`src/rtl/core/der_ecdsa_signature_decoder_unit_defines.svh`:
```
// ----------------------------------------------------------------------------
// der_ecdsa_signature_decoder_unit_defines
// assertion macros shared by the decoder rtl
// ----------------------------------------------------------------------------
`ifndef DER_ECDSA_SIGNATURE_DECODER_UNIT_DEFINES_SVH
`define DER_ECDSA_SIGNATURE_DECODER_UNIT_DEFINES_SVH

`ifndef ASSERT_OFF
// plain property, sampled on clk_i, off during reset
`define DESD_ASSERT(lbl, prop, msg) \
  lbl: assert property (@(posedge clk_i) disable iff (!rst_ni) (prop)) else $error(msg);
// same-cycle implication
`define DESD_ASSERT_IMP(lbl, ante, cons, msg) \
  lbl: assert property (@(posedge clk_i) disable iff (!rst_ni) (ante) |-> (cons)) \
    else $error(msg);
`else
`define DESD_ASSERT(lbl, prop, msg)
`define DESD_ASSERT_IMP(lbl, ante, cons, msg)
`endif

`endif

```
`src/rtl/core/desd_pkg.sv`:
```
// ----------------------------------------------------------------------------
// desd_pkg
// shared types and constants of the der ecdsa signature decoder
// ----------------------------------------------------------------------------
package desd_pkg;

  // integer sizing
  localparam int INT_BYTES = 32;
  localparam int VAL_BITS  = 256;
  localparam int WORD_BITS = 64;
  localparam int NUM_WORDS = VAL_BITS / WORD_BITS;
  localparam int IDX_W     = $clog2(NUM_WORDS);
  localparam int CNT_W     = $clog2(2 * NUM_WORDS);
  localparam int SC_W      = $clog2(INT_BYTES + 2);

  // der encoding bytes
  localparam logic [7:0] TAG_SEQUENCE = 8'h30;
  localparam logic [7:0] TAG_INTEGER  = 8'h02;
  localparam logic [7:0] LEN_LONG     = 8'h80;
  localparam logic [7:0] BYTE_ZERO    = 8'h00;

  // job queue depth
  localparam int QDEPTH = 2;
  localparam int QPTR_W = (QDEPTH > 1) ? $clog2(QDEPTH) : 1;
  localparam int QCNT_W = $clog2(QDEPTH + 1);

  typedef enum logic [2:0] {
    FAULT_NONE    = 3'd0,
    FAULT_SHORT   = 3'd1,
    FAULT_SEQ_TAG = 3'd2,
    FAULT_SEQ_LEN = 3'd3,
    FAULT_R_TAG   = 3'd4,
    FAULT_R_LEN   = 3'd5,
    FAULT_S_TAG   = 3'd6,
    FAULT_S_LEN   = 3'd7
  } desd_fault_e;

  // one decoded signature waiting for output
  typedef struct packed {
    desd_fault_e          code;
    logic [VAL_BITS-1:0]  r_val;
    logic [VAL_BITS-1:0]  s_val;
  } desd_job_t;

  // queue status seen by both sides
  typedef struct packed {
    logic full;
    logic empty;
  } desd_qstat_t;

endpackage

```
`src/rtl/core/desd_if.sv`:
```
// ----------------------------------------------------------------------------
// desd_if
// valid/ready stream interfaces for byte input and word output
// ----------------------------------------------------------------------------
interface desd_in_if;
  logic       valid;
  logic       ready;
  logic [7:0] data_byte;
  logic       final_byte;

  modport source (output valid, output data_byte, output final_byte, input ready);
  modport sink   (input valid, input data_byte, input final_byte, output ready);
endinterface

interface desd_out_if;
  import desd_pkg::*;
  logic                 valid;
  logic                 ready;
  logic                 decode_ok;
  logic [2:0]           fault_code;
  logic                 which_integer;
  logic [IDX_W-1:0]     word_index;
  logic [WORD_BITS-1:0] word_value;
  logic                 last_word;

  modport source (output valid, output decode_ok, output fault_code, output which_integer,
                  output word_index, output word_value, output last_word, input ready);
  modport sink   (input valid, input decode_ok, input fault_code, input which_integer,
                  input word_index, input word_value, input last_word, output ready);
endinterface

```
`src/rtl/core/desd_front.sv`:
```
// ----------------------------------------------------------------------------
// desd_front
// byte parser: walks the der structure one item a cycle while the job queue is
// not full, pushes a job on the final byte
// ----------------------------------------------------------------------------
module desd_front (
  input  logic                 clk_i,
  input  logic                 rst_ni,
  desd_in_if.sink              in_i,
  input  desd_pkg::desd_qstat_t qstat_i,
  output logic                 push_o,
  output desd_pkg::desd_job_t  job_o
);
  import desd_pkg::*;

  typedef enum logic [3:0] {
    PH_SEQ_TAG = 4'd0,
    PH_SEQ_LEN = 4'd1,
    PH_R_TAG   = 4'd2,
    PH_R_LEN   = 4'd3,
    PH_R_BODY  = 4'd4,
    PH_S_TAG   = 4'd5,
    PH_S_LEN   = 4'd6,
    PH_S_BODY  = 4'd7,
    PH_DONE    = 4'd8,
    PH_DRAIN   = 4'd9
  } phase_e;

  phase_e              ph_q, ph_n;
  logic [7:0]          seen_q, seen_n;
  logic [6:0]          slen_q, slen_n;
  logic [7:0]          left_q, left_n;
  logic                lz_q, lz_n;
  logic [SC_W-1:0]     sc_q, sc_n;
  logic [VAL_BITS-1:0] r_q, r_n, s_q, s_n;
  desd_fault_e         ff_q, ff_n;

  logic                accept;
  logic [7:0]          b;
  logic [7:0]          expect_len;
  logic [8:0]          int_end;
  logic [SC_W-1:0]     sc_inc;
  logic [7:0]          expect_n;
  desd_fault_e         code;

  assign in_i.ready = !qstat_i.full;
  assign accept     = in_i.valid && in_i.ready;
  assign b          = in_i.data_byte;
  assign expect_len = 8'(slen_q) + 8'd2;
  assign int_end    = 9'(seen_q) + 9'd1 + 9'(b);
  assign sc_inc     = (sc_q <= SC_W'(INT_BYTES)) ? sc_q + SC_W'(1) : sc_q;

  // one parse step on the current byte
  always_comb begin
    ph_n   = ph_q;
    slen_n = slen_q;
    left_n = left_q;
    lz_n   = lz_q;
    sc_n   = sc_q;
    r_n    = r_q;
    s_n    = s_q;
    ff_n   = ff_q;
    seen_n = (seen_q != 8'hFF) ? seen_q + 8'd1 : seen_q;

    // byte past the declared sequence end
    if (ph_q >= PH_R_TAG && ph_q <= PH_DONE && seen_q >= expect_len) begin
      ff_n = FAULT_SEQ_LEN;
      ph_n = PH_DRAIN;
    end else begin
      case (ph_q)
        PH_SEQ_TAG: begin
          if (b != TAG_SEQUENCE) begin
            ff_n = FAULT_SEQ_TAG;
            ph_n = PH_DRAIN;
          end else begin
            ph_n = PH_SEQ_LEN;
          end
        end
        PH_SEQ_LEN: begin
          if ((b & LEN_LONG) != BYTE_ZERO) begin
            ff_n = FAULT_SEQ_LEN;
            ph_n = PH_DRAIN;
          end else begin
            slen_n = b[6:0];
            ph_n   = PH_R_TAG;
          end
        end
        PH_R_TAG, PH_S_TAG: begin
          if (b != TAG_INTEGER) begin
            ff_n = (ph_q == PH_R_TAG) ? FAULT_R_TAG : FAULT_S_TAG;
            ph_n = PH_DRAIN;
          end else if (ph_q == PH_R_TAG) begin
            r_n  = '0;
            ph_n = PH_R_LEN;
          end else begin
            s_n  = '0;
            ph_n = PH_S_LEN;
          end
        end
        PH_R_LEN: begin
          if (b == BYTE_ZERO || int_end > 9'(expect_len)) begin
            ff_n = FAULT_R_LEN;
            ph_n = PH_DRAIN;
          end else begin
            left_n = b;
            lz_n   = 1'b1;
            sc_n   = '0;
            ph_n   = PH_R_BODY;
          end
        end
        PH_S_LEN: begin
          if (b == BYTE_ZERO || int_end != 9'(expect_len)) begin
            ff_n = FAULT_S_LEN;
            ph_n = PH_DRAIN;
          end else begin
            left_n = b;
            lz_n   = 1'b1;
            sc_n   = '0;
            ph_n   = PH_S_BODY;
          end
        end
        PH_R_BODY, PH_S_BODY: begin
          if (!(lz_q && b == BYTE_ZERO) && sc_inc > SC_W'(INT_BYTES)) begin
            // too many significant bytes
            lz_n = 1'b0;
            sc_n = sc_inc;
            ff_n = (ph_q == PH_R_BODY) ? FAULT_R_LEN : FAULT_S_LEN;
            ph_n = PH_DRAIN;
          end else begin
            if (!(lz_q && b == BYTE_ZERO)) begin
              lz_n = 1'b0;
              sc_n = sc_inc;
              if (ph_q == PH_R_BODY) r_n = {r_q[VAL_BITS-9:0], b};
              else                   s_n = {s_q[VAL_BITS-9:0], b};
            end
            left_n = left_q - 8'd1;
            if (left_n == 8'd0) ph_n = (ph_q == PH_R_BODY) ? PH_S_TAG : PH_DONE;
          end
        end
        default: begin
        end
      endcase
    end
  end

  // outcome of a final byte, first failing check wins
  assign expect_n = 8'(slen_n) + 8'd2;

  always_comb begin
    if (seen_q == 8'd0) begin
      code = FAULT_SHORT;
    end else if (ff_n == FAULT_SEQ_TAG || ff_n == FAULT_SEQ_LEN) begin
      code = ff_n;
    end else if (seen_n != expect_n) begin
      code = FAULT_SEQ_LEN;
    end else if (ff_n != FAULT_NONE) begin
      code = ff_n;
    end else begin
      case (ph_n)
        PH_R_TAG:             code = FAULT_R_TAG;
        PH_R_LEN, PH_R_BODY:  code = FAULT_R_LEN;
        PH_S_TAG:             code = FAULT_S_TAG;
        PH_S_LEN, PH_S_BODY:  code = FAULT_S_LEN;
        PH_DONE:              code = FAULT_NONE;
        default:              code = FAULT_SEQ_LEN;
      endcase
    end
  end

  assign push_o      = accept && in_i.final_byte;
  assign job_o.code  = code;
  assign job_o.r_val = r_n;
  assign job_o.s_val = s_n;

  // parser state, back to start after every final byte
  always_ff @(posedge clk_i or negedge rst_ni) begin
    if (!rst_ni) begin
      ph_q   <= PH_SEQ_TAG;
      seen_q <= '0;
      slen_q <= '0;
      left_q <= '0;
      lz_q   <= 1'b1;
      sc_q   <= '0;
      ff_q   <= FAULT_NONE;
    end else if (accept) begin
      if (in_i.final_byte) begin
        ph_q   <= PH_SEQ_TAG;
        seen_q <= '0;
        slen_q <= '0;
        left_q <= '0;
        lz_q   <= 1'b1;
        sc_q   <= '0;
        ff_q   <= FAULT_NONE;
      end else begin
        ph_q   <= ph_n;
        seen_q <= seen_n;
        slen_q <= slen_n;
        left_q <= left_n;
        lz_q   <= lz_n;
        sc_q   <= sc_n;
        ff_q   <= ff_n;
      end
    end
  end

  // integer accumulators, cleared on each integer tag
  always_ff @(posedge clk_i) begin
    if (accept) begin
      r_q <= r_n;
      s_q <= s_n;
    end
  end

endmodule

```
`src/rtl/core/desd_queue.sv`:
```
// ----------------------------------------------------------------------------
// desd_queue
// small fifo of decoded jobs between parser and word sequencer
// ----------------------------------------------------------------------------
`include "der_ecdsa_signature_decoder_unit_defines.svh"

module desd_queue (
  input  logic                  clk_i,
  input  logic                  rst_ni,
  input  logic                  push_i,
  input  desd_pkg::desd_job_t   job_i,
  input  logic                  pop_i,
  output desd_pkg::desd_job_t   head_o,
  output desd_pkg::desd_qstat_t stat_o
);
  import desd_pkg::*;

  desd_job_t         mem_q [QDEPTH];
  logic [QPTR_W-1:0] wr_q, rd_q;
  logic [QCNT_W-1:0] cnt_q;

  function automatic logic [QPTR_W-1:0] ptr_next(input logic [QPTR_W-1:0] p);
    ptr_next = (p == QPTR_W'(QDEPTH - 1)) ? '0 : p + QPTR_W'(1);
  endfunction

  assign head_o       = mem_q[rd_q];
  assign stat_o.full  = (cnt_q == QCNT_W'(QDEPTH));
  assign stat_o.empty = (cnt_q == '0);

  // pointers and fill level
  always_ff @(posedge clk_i or negedge rst_ni) begin
    if (!rst_ni) begin
      wr_q  <= '0;
      rd_q  <= '0;
      cnt_q <= '0;
    end else begin
      if (push_i) wr_q <= ptr_next(wr_q);
      if (pop_i)  rd_q <= ptr_next(rd_q);
      if (push_i && !pop_i)      cnt_q <= cnt_q + QCNT_W'(1);
      else if (pop_i && !push_i) cnt_q <= cnt_q - QCNT_W'(1);
    end
  end

  // entry storage
  always_ff @(posedge clk_i) begin
    if (push_i) mem_q[wr_q] <= job_i;
  end

  `DESD_ASSERT_IMP(a_no_push_full, push_i, !stat_o.full, "push into full job queue")
  `DESD_ASSERT_IMP(a_no_pop_empty, pop_i, !stat_o.empty, "pop from empty job queue")
  `DESD_ASSERT(a_cnt_range, cnt_q <= QCNT_W'(QDEPTH), "job queue count out of range")

endmodule

```
`src/rtl/core/desd_back.sv`:
```
// ----------------------------------------------------------------------------
// desd_back
// word sequencer: turns each job into one fault item or eight word items
// ----------------------------------------------------------------------------
`include "der_ecdsa_signature_decoder_unit_defines.svh"

module desd_back (
  input  logic                  clk_i,
  input  logic                  rst_ni,
  input  desd_pkg::desd_job_t   head_i,
  input  desd_pkg::desd_qstat_t qstat_i,
  output logic                  pop_o,
  desd_out_if.source            out_o
);
  import desd_pkg::*;

  logic                 valid_q;
  logic [CNT_W-1:0]     cnt_q;
  logic                 ok_q;
  desd_fault_e          code_q;
  logic                 which_q;
  logic [IDX_W-1:0]     idx_q;
  logic [WORD_BITS-1:0] value_q;
  logic                 last_q;

  logic                 load;
  logic                 head_valid;
  logic                 is_fault;
  logic [IDX_W-1:0]     idx;
  logic [VAL_BITS-1:0]  sel_val;
  logic [WORD_BITS-1:0] word;

  assign head_valid = !qstat_i.empty;
  assign load       = !valid_q || out_o.ready;
  assign is_fault   = (head_i.code != FAULT_NONE);
  assign idx        = cnt_q[IDX_W-1:0];
  assign sel_val    = cnt_q[CNT_W-1] ? head_i.s_val : head_i.r_val;
  // word 0 is the most significant
  assign word       = sel_val[(NUM_WORDS - 1 - int'(idx)) * WORD_BITS +: WORD_BITS];
  assign pop_o      = load && head_valid && (is_fault || cnt_q == CNT_W'(2 * NUM_WORDS - 1));

  // output valid and word counter
  always_ff @(posedge clk_i or negedge rst_ni) begin
    if (!rst_ni) begin
      valid_q <= 1'b0;
      cnt_q   <= '0;
    end else if (load) begin
      valid_q <= head_valid;
      if (pop_o)           cnt_q <= '0;
      else if (head_valid) cnt_q <= cnt_q + CNT_W'(1);
    end
  end

  // output payload
  always_ff @(posedge clk_i) begin
    if (load && head_valid) begin
      if (is_fault) begin
        ok_q    <= 1'b0;
        code_q  <= head_i.code;
        which_q <= 1'b0;
        idx_q   <= '0;
        value_q <= '0;
        last_q  <= 1'b1;
      end else begin
        ok_q    <= 1'b1;
        code_q  <= FAULT_NONE;
        which_q <= cnt_q[CNT_W-1];
        idx_q   <= idx;
        value_q <= word;
        last_q  <= (cnt_q == CNT_W'(2 * NUM_WORDS - 1));
      end
    end
  end

  assign out_o.valid         = valid_q;
  assign out_o.decode_ok     = ok_q;
  assign out_o.fault_code    = code_q;
  assign out_o.which_integer = which_q;
  assign out_o.word_index    = idx_q;
  assign out_o.word_value    = value_q;
  assign out_o.last_word     = last_q;

  `DESD_ASSERT_IMP(a_fault_single, valid_q && !ok_q, last_q && value_q == '0,
                   "fault item must be a single zero last item")
  `DESD_ASSERT_IMP(a_cnt_has_job, cnt_q != '0, head_valid,
                   "word counter running without a job")

endmodule

```
`src/rtl/core/der_ecdsa_signature_decoder_unit.sv`:
```
// ----------------------------------------------------------------------------
// der_ecdsa_signature_decoder_unit
// decodes a der ecdsa signature byte stream into r and s words or a fault
// ----------------------------------------------------------------------------
//  channel  dir  payload                                           accept
//  in_i     in   data_byte[7:0], final_byte                        valid & ready
//  out_o    out  decode_ok, fault_code[2:0], which_integer,        valid & ready
//                word_index[1:0], word_value[63:0], last_word
//
//  one byte item is parsed per cycle; the parser holds state only between bytes
//  a final byte pushes a job into a two-entry queue, from which words leave
//  at one item per cycle: one item for a fault, eight for a good signature
//  input stalls only while the job queue is full; output stalls hold the register
//  reset clears parser, queue and output valid at once, no clearing pass
// ----------------------------------------------------------------------------
module der_ecdsa_signature_decoder_unit (
  input  logic        clk_i,
  input  logic        rst_ni,
  desd_in_if.sink     in_i,
  desd_out_if.source  out_o
);
  import desd_pkg::*;

  logic        push;
  logic        pop;
  desd_job_t   job;
  desd_job_t   head;
  desd_qstat_t qstat;

  // byte parser
  desd_front u_front (
    .clk_i   (clk_i),
    .rst_ni  (rst_ni),
    .in_i    (in_i),
    .qstat_i (qstat),
    .push_o  (push),
    .job_o   (job)
  );

  // job queue
  desd_queue u_queue (
    .clk_i  (clk_i),
    .rst_ni (rst_ni),
    .push_i (push),
    .job_i  (job),
    .pop_i  (pop),
    .head_o (head),
    .stat_o (qstat)
  );

  // word sequencer
  desd_back u_back (
    .clk_i   (clk_i),
    .rst_ni  (rst_ni),
    .head_i  (head),
    .qstat_i (qstat),
    .pop_o   (pop),
    .out_o   (out_o)
  );

endmodule
```
`src/flat_wrapper.sv`:
```
// flat-port wrapper written by rule: the top's interface ports become plain ports
module der_ecdsa_signature_decoder_unit_flat import desd_pkg::*;
  (clk_i, rst_ni, in_i_valid, in_i_data_byte, in_i_final_byte, in_i_ready, out_o_valid, out_o_decode_ok, out_o_fault_code, out_o_which_integer, out_o_word_index, out_o_word_value, out_o_last_word, out_o_ready);
  desd_in_if in_i_i ();
  desd_out_if out_o_i ();
  input  logic clk_i;
  input  logic rst_ni;
  input wire logic [$bits(in_i_i.valid)-1:0] in_i_valid;
  input wire logic [$bits(in_i_i.data_byte)-1:0] in_i_data_byte;
  input wire logic [$bits(in_i_i.final_byte)-1:0] in_i_final_byte;
  output wire logic [$bits(in_i_i.ready)-1:0] in_i_ready;
  output wire logic [$bits(out_o_i.valid)-1:0] out_o_valid;
  output wire logic [$bits(out_o_i.decode_ok)-1:0] out_o_decode_ok;
  output wire logic [$bits(out_o_i.fault_code)-1:0] out_o_fault_code;
  output wire logic [$bits(out_o_i.which_integer)-1:0] out_o_which_integer;
  output wire logic [$bits(out_o_i.word_index)-1:0] out_o_word_index;
  output wire logic [$bits(out_o_i.word_value)-1:0] out_o_word_value;
  output wire logic [$bits(out_o_i.last_word)-1:0] out_o_last_word;
  input wire logic [$bits(out_o_i.ready)-1:0] out_o_ready;
  assign in_i_i.valid = in_i_valid;
  assign in_i_i.data_byte = in_i_data_byte;
  assign in_i_i.final_byte = in_i_final_byte;
  assign in_i_ready = in_i_i.ready;
  assign out_o_valid = out_o_i.valid;
  assign out_o_decode_ok = out_o_i.decode_ok;
  assign out_o_fault_code = out_o_i.fault_code;
  assign out_o_which_integer = out_o_i.which_integer;
  assign out_o_word_index = out_o_i.word_index;
  assign out_o_word_value = out_o_i.word_value;
  assign out_o_last_word = out_o_i.last_word;
  assign out_o_i.ready = out_o_ready;
  der_ecdsa_signature_decoder_unit u_core (.clk_i(clk_i), .rst_ni(rst_ni), .in_i(in_i_i), .out_o(out_o_i));
endmodule
```
`config.mk`:
```
export PLATFORM = sky130hd
export DESIGN_NAME = der_ecdsa_signature_decoder_unit_flat
export DESIGN_NICKNAME = d
export VERILOG_FILES = /design/src/rtl/core/desd_pkg.sv /design/src/rtl/core/desd_if.sv /design/src/rtl/core/desd_front.sv /design/src/rtl/core/desd_queue.sv /design/src/rtl/core/desd_back.sv /design/src/rtl/core/der_ecdsa_signature_decoder_unit.sv /design/src/flat_wrapper.sv
export VERILOG_INCLUDE_DIRS = /design/src /design/src/rtl/core
export SDC_FILE = /design/constraint.sdc
export NUM_CORES = 2
export LEC_CHECK = 0
export BUFFER_PORTS_ARGS = -buffer_cell sky130_fd_sc_hd__buf_2
export CAP_MARGIN = 15
export CORE_ASPECT_RATIO = 1.2
export CORE_UTILIZATION = 49
export CTS_BUF_LIST = sky130_fd_sc_hd__clkbuf_2
export CTS_CLUSTER_SIZE = 12
export DETAILED_ROUTE_END_ITERATION = 10
export PLACE_DENSITY = 0.71
export SLEW_MARGIN = 0
export SYNTH_ARGS = -nofsm -noshare
export SYNTH_HDL_FRONTEND = slang
export SYNTH_HIERARCHICAL = 1
export SYNTH_SLANG_ARGS = --single-unit
```
`constraint.sdc`:
```
create_clock -name clk_i -period 56.2 [get_ports clk_i]
set_input_delay 0 -clock clk_i [delete_from_list [all_inputs] [get_ports clk_i]]
set_output_delay 0 -clock clk_i [all_outputs]
set_load 0.02 [all_outputs]
```
Yosys cells after proc, flatten, opt, wreduce, memory -nomap -nowiden
Memories as Yosys holds them, arrays and structs flattened.
Cells that the tools add are included.

word-level totals
  register bits = 629
  memory bits (writable) = 1,030
  input port bits = 13
  output and inout bits = 74
  word-level logic and storage cells = 186
  memories kept = 1

memories
  name                  words  bits a word  rd ports  clocked after memory_dff  write ports  line              text
  u_core.u_queue.mem_q  2      515          1         0                         1            desd_queue.sv:18  desd_job_t mem_q [QDEPTH];

cells by class
  add/sub/neg operators = 13
  $lt $le $gt $ge = 6
  equal/unequal tests = 29
  shifts and indexed selects = 1
  mux-type cells = 79
  reductions and logical operators = 37

operator list
  operator                                        number
  2-to-1 mux 256 bit                              13
  case mux 256 bit (2 select lines)               2
  variable part select 256 x 9 -> 64 bit          1
  2-to-1 mux 8 bit                                7
  2-to-1 mux 3 bit                                15
  2-to-1 mux 6 bit                                7
  2-to-1 mux 4 bit                                10
  == test 4 x 3 -> 1 bit (second input constant)  8
  2-to-1 mux 7 bit                                4
  zero test 8 bit                                 3
  case mux 4 bit (6 select lines)                 1
  case mux 8 bit (3 select lines)                 1
  case mux 3 bit (6 select lines)                 1
  case mux 6 bit (3 select lines)                 1
  adder 7 x 2 -> 8 bit (second input constant)    2
  == test 4 x 2 -> 1 bit (second input constant)  4
  case mux 3 bit (5 select lines)                 1
  AND reduction 6 bit                             2
  2-to-1 mux 1 bit                                11
  logical AND 1 bit                               10
  adder 8 x 1 -> 9 bit (second input constant)    1
  adder 9 x 8 -> 9 bit                            1
  greater-than comparator 9 x 8 -> 1 bit          1
  inequality test 3 bit (second input constant)   3
  other kinds (37)                                55

Logic depth before layout (Yosys ltp)
  depth after elaboration = 14
  mapped depth = 21
  depth with buffers taken out = 20

Cells and area by module
The synthesis kept the hierarchy.

by module, submodules not included
  module      instances  cells each  area an instance (µm²)  sequential area each (µm²)
  desd_queue  1          1,618       37,369.6                31,029.8
  desd_front  1          1,644       24,334.6                16,301.9
  desd_back   1          336         6,125.9                 2,262.2

Worst setup path before layout
No wires, ideal clock.

  path type = register -> register
  start point = register u_core.u_queue.cnt_q[1]
  end point = memory u_core/u_queue/mem_q[0][0] (netlist bit), enable pin
  setup time = 1.467 ns
  arrival = 23.748 ns
  required time = 54.733 ns
  slack = 30.985 ns
  stages on the path, launching flop included = 7
  buffers on the path = 1
  clock period less this slack = 25.215 ns
  path through = dfrtp_1 nor2b_1 inv_1 nand2_1 clkbuf_1 nor2_1 nor2b_1

RTL lines
  what                      line              text
  start: declaration        desd_queue.sv:20  logic [QCNT_W-1:0] cnt_q;
  start signal: assignment  desd_queue.sv:39  if (push_i && !pop_i) cnt_q <= cnt_q + QCNT_W'(1);
  start signal: assignment  desd_queue.sv:40  else if (pop_i && !push_i) cnt_q <= cnt_q - QCNT_W'(1);
  end: declaration          desd_queue.sv:18

==> out/metrics.cfg <==
[clock_tree]
clock_sinks = 1659
hold_buffers = 52
path_clk_slew_ns = 0.11
cts_resized = 0
h-tree-depth = 5
cts_made_buffers = 400
ctsLongestPathBuffers = 4
clk_latency_ns = 1.69
cts_tree = built
post-cts-setup-buffers = 0
cts-root-buf = clkbuf_2

[global_routing]
antenna_found_initial = 8
grt_pass1_wl_um = 226000
grt_pass1_vias = 37704
grtUsageTotal_pct = 21.38
grt_max_degree = 187
gr-total-overflow = 0

[floorplanning]
row_count = 149
io_pins = 87
initial_core_util_pct = 49.37
core_area_um2 = 137400
dieHeight_um = 409.6
die_x_um = 341.6
die_area_um2 = 139900

[final_layout]
drive_above_1_share_pct = 32.91
final_common_cell = edfxtp_1
syn2layout_area_growth_pct = 8.493
nets = 3992
layout_common_cells = 1,614 x edfxtp_1, 581 x a22o_1, 560 x clkbuf_2
final_cell_count_no_fill = 6013

[placed_design]
dp_hpwl_um = 81170
place_inst = 5300
preCtsSetupSlack_ns = 50.62
place_congestion = 0.8435
portBuffers = 86

[sta]
slew_violations = 0
setup_slack_ns = 50.54
setup_violations = 0
rsz0062_at_grt = false
finalHoldViolations = 0
period_needed_ns = 5.658
tns_ns = 0
fmax_ghz = 0.1767
max-slew-margin-rel_pct = 25.15
tightest_slew_ns = 1.123
layout_worst_path_cycle_share_pct = 10.07
clock_skew_ns = 0.1251

[pwr]
p_total_mw = 3.783
powerDensity_nw_per_um2 = 51.41
vdd_drop_max_mv = 0.06822
leakage_nw = 24.92

[drt]
dr.pass1.iters = 6
wl_um = 149700
post_drt_wl_per_cell_um = 24.89
drt_iter0_drc = 3640
num_vias = 36268
drc = 0
vias_per_cell = 6.032
antenna_left = 0

[setup_path]
required_ns = 57.62
start_kind = flip-flop
worst_ep_arrival_time_ns = 7.08
end_kind = flip-flop
crit_type = reg -> reg
crit_fanout = 134

[synth]
async_flop_share_pct = 2.712
syn-instance-count = 3598
synth.cell_area_um2 = 67830
synth.distinct_cells = 83
yosysSeqAreaShare_pct = 73.11
ys_warn_count = 6
syn-num-nets = 3647
synth_enable_flop_cells = 1614
syn_avg_cell_area_um2 = 18.85
yosys_register_bits = 1659
synth-main-ff-cell = edfxtp_1

[outcome]
status = finished clean

[hold_path]
hp-class = in -> reg

[job]
drv_cap = 0

[power breakdown]
group	internal, mW	switching (mW)
Sequential	1.83	0.173
Combinational	0.448	0.588
Clock	0.292	0.457
[synth_stat cells, drive strengths merged (5+ instances only)]
library cell | count | share of area (%)
nand4 | 12 | 0.11
a21oi | 33 | 0.24
a32o | 6 | 0.089
o21ai | 49 | 0.37
dfrtp | 44 | 1.6
and3 | 7 | 0.065
mux2 | 519 | 8.6
a211oi | 5 | 0.070
clkbuf | 94 | 0.52
a22o | 581 | 7.5
or3 | 5 | 0.053
buf | 148 | 1.4
inv | 30 | 0.17
edfxtp | 1614 | 71
and2 | 13 | 0.12
nor4 | 7 | 0.096
nand3 | 21 | 0.15
o211ai | 7 | 0.085
nand2 | 43 | 0.24
ha | 35 | 0.65
mux4 | 129 | 4.3
nor2 | 42 | 0.24
a31oi | 5 | 0.046
mux2i | 7 | 0.10
o31ai | 13 | 0.14
nor3 | 19 | 0.16
xor2 | 9 | 0.12
xnor2 | 13 | 0.17
nor2b | 11 | 0.10
nand2b | 7 | 0.065
o22ai | 7 | 0.065
[worst max-delay path, stage by stage (launching register included)]
cell and delay [ns]:
dfrtp_4 1.06, buf_4 0.75, buf_12 0.58, buf_4 0.82, buf_4 0.74, mux2_2 0.41
mux4_2 0.46, a22o_1 0.24
[through the flow]
stage / cell area, um2 / hold slack, ns / utilization [%]
final: 73590 / 0.3352 / 53.56
after global routing: 73590 / 0.1989 / 53.56
after CTS: 73550 / 0.0002789 / 53.53
after detailed placement: 69670 / 0.1414 / 50.71
after global placement: 69670 / 0.1387 / 50.71
after floorplan: 67830 / -0.2956 / -
[flip-flops by register name (all words and copies together) (netlist names), 2 cells and up]
| register | cells |
|---|---|
| u_core/u_queue/mem_q | 1030 |
| u_core/u_front/r_q | 256 |
| u_core/u_front/s_q | 256 |
| u_core/u_back/out_o.word_value | 64 |
| u_core/u_front/left_q | 8 |
| u_core/u_front/seen_q | 8 |
| u_core/u_front/slen_q | 7 |
| u_core/u_front/sc_q | 6 |
| u_core/u_front/ph_q | 4 |
| u_core/u_back/cnt_q | 3 |
| u_core/u_back/out_o.fault_code | 3 |
| u_core/u_front/ff_q | 3 |
| u_core/u_back/out_o.word_index | 2 |
| u_core/u_queue/cnt_q | 2 |
[path summary, 6_finish.rpt]
kind	from	end	slack, ns	cells after the start
hold / removal	in_i_valid	u_core/u_front/ff_q[1]$_DFFE_PN0P_	0.34	6
hold reg to reg	u_core/u_queue/cnt_q[1]$_DFFE_PN0P_	u_core/u_queue/cnt_q[1]$_DFFE_PN0P_	0.49	1
setup / recovery	u_core/u_queue/rd_q$_DFFE_PN0P_	u_core/u_back/out_o.word_value[58]$_SDFFCE_PN0P_	50.54	7
min in group asynchronous	rst_ni	u_core/u_front/seen_q[1]$_DFFE_PN0P_	0.56	7
setup reg to reg	u_core/u_queue/rd_q$_DFFE_PN0P_	u_core/u_back/out_o.word_value[58]$_SDFFCE_PN0P_	50.54	7
max in group asynchronous	rst_ni	u_core/u_back/cnt_q[2]$_DFFE_PN0P_	55.32	7
[layer usage]
metal | global-route usage [%] | routed length [um] | vias up
li1 | - | - | 15815
met1 | 29.94 | 63980 | 18679
met2 | 33.24 | 71550 | 1532
met3 | 4.881 | 11320 | 242
met4 | 6.796 | 2843 | 0
met5 | 0 | 0 | -
[cells by family (layout without fill, tap and decap cells)]
group                      count (synthesis)  after routing  share of synthesized area, %
and+or+nand+nor                          213            213                         1.725
buffers and inverters                    272            870                         2.131
AOI/OAI and AO/OA                        741            741                         9.068
xor gates and xnor gates                  22             22                        0.2841
DFF                                     1659           1659                         73.11
adders and majority gates                 36             36                        0.6751
other                                      0              5                             0
muxes                                    655            655                         13.00
[cell type report]
type	instances	area, um2
clock buffers	560	2803
repair buffers	185	1416
inverters	30	121.4
multi-input cells	1667	16830
clock inverters	95	539.3
flip-flops and latches	1659	49610
diodes	5	12.51
fillers	10804	63810
well taps	1812	2267
(Power assumes the default switching activity.)
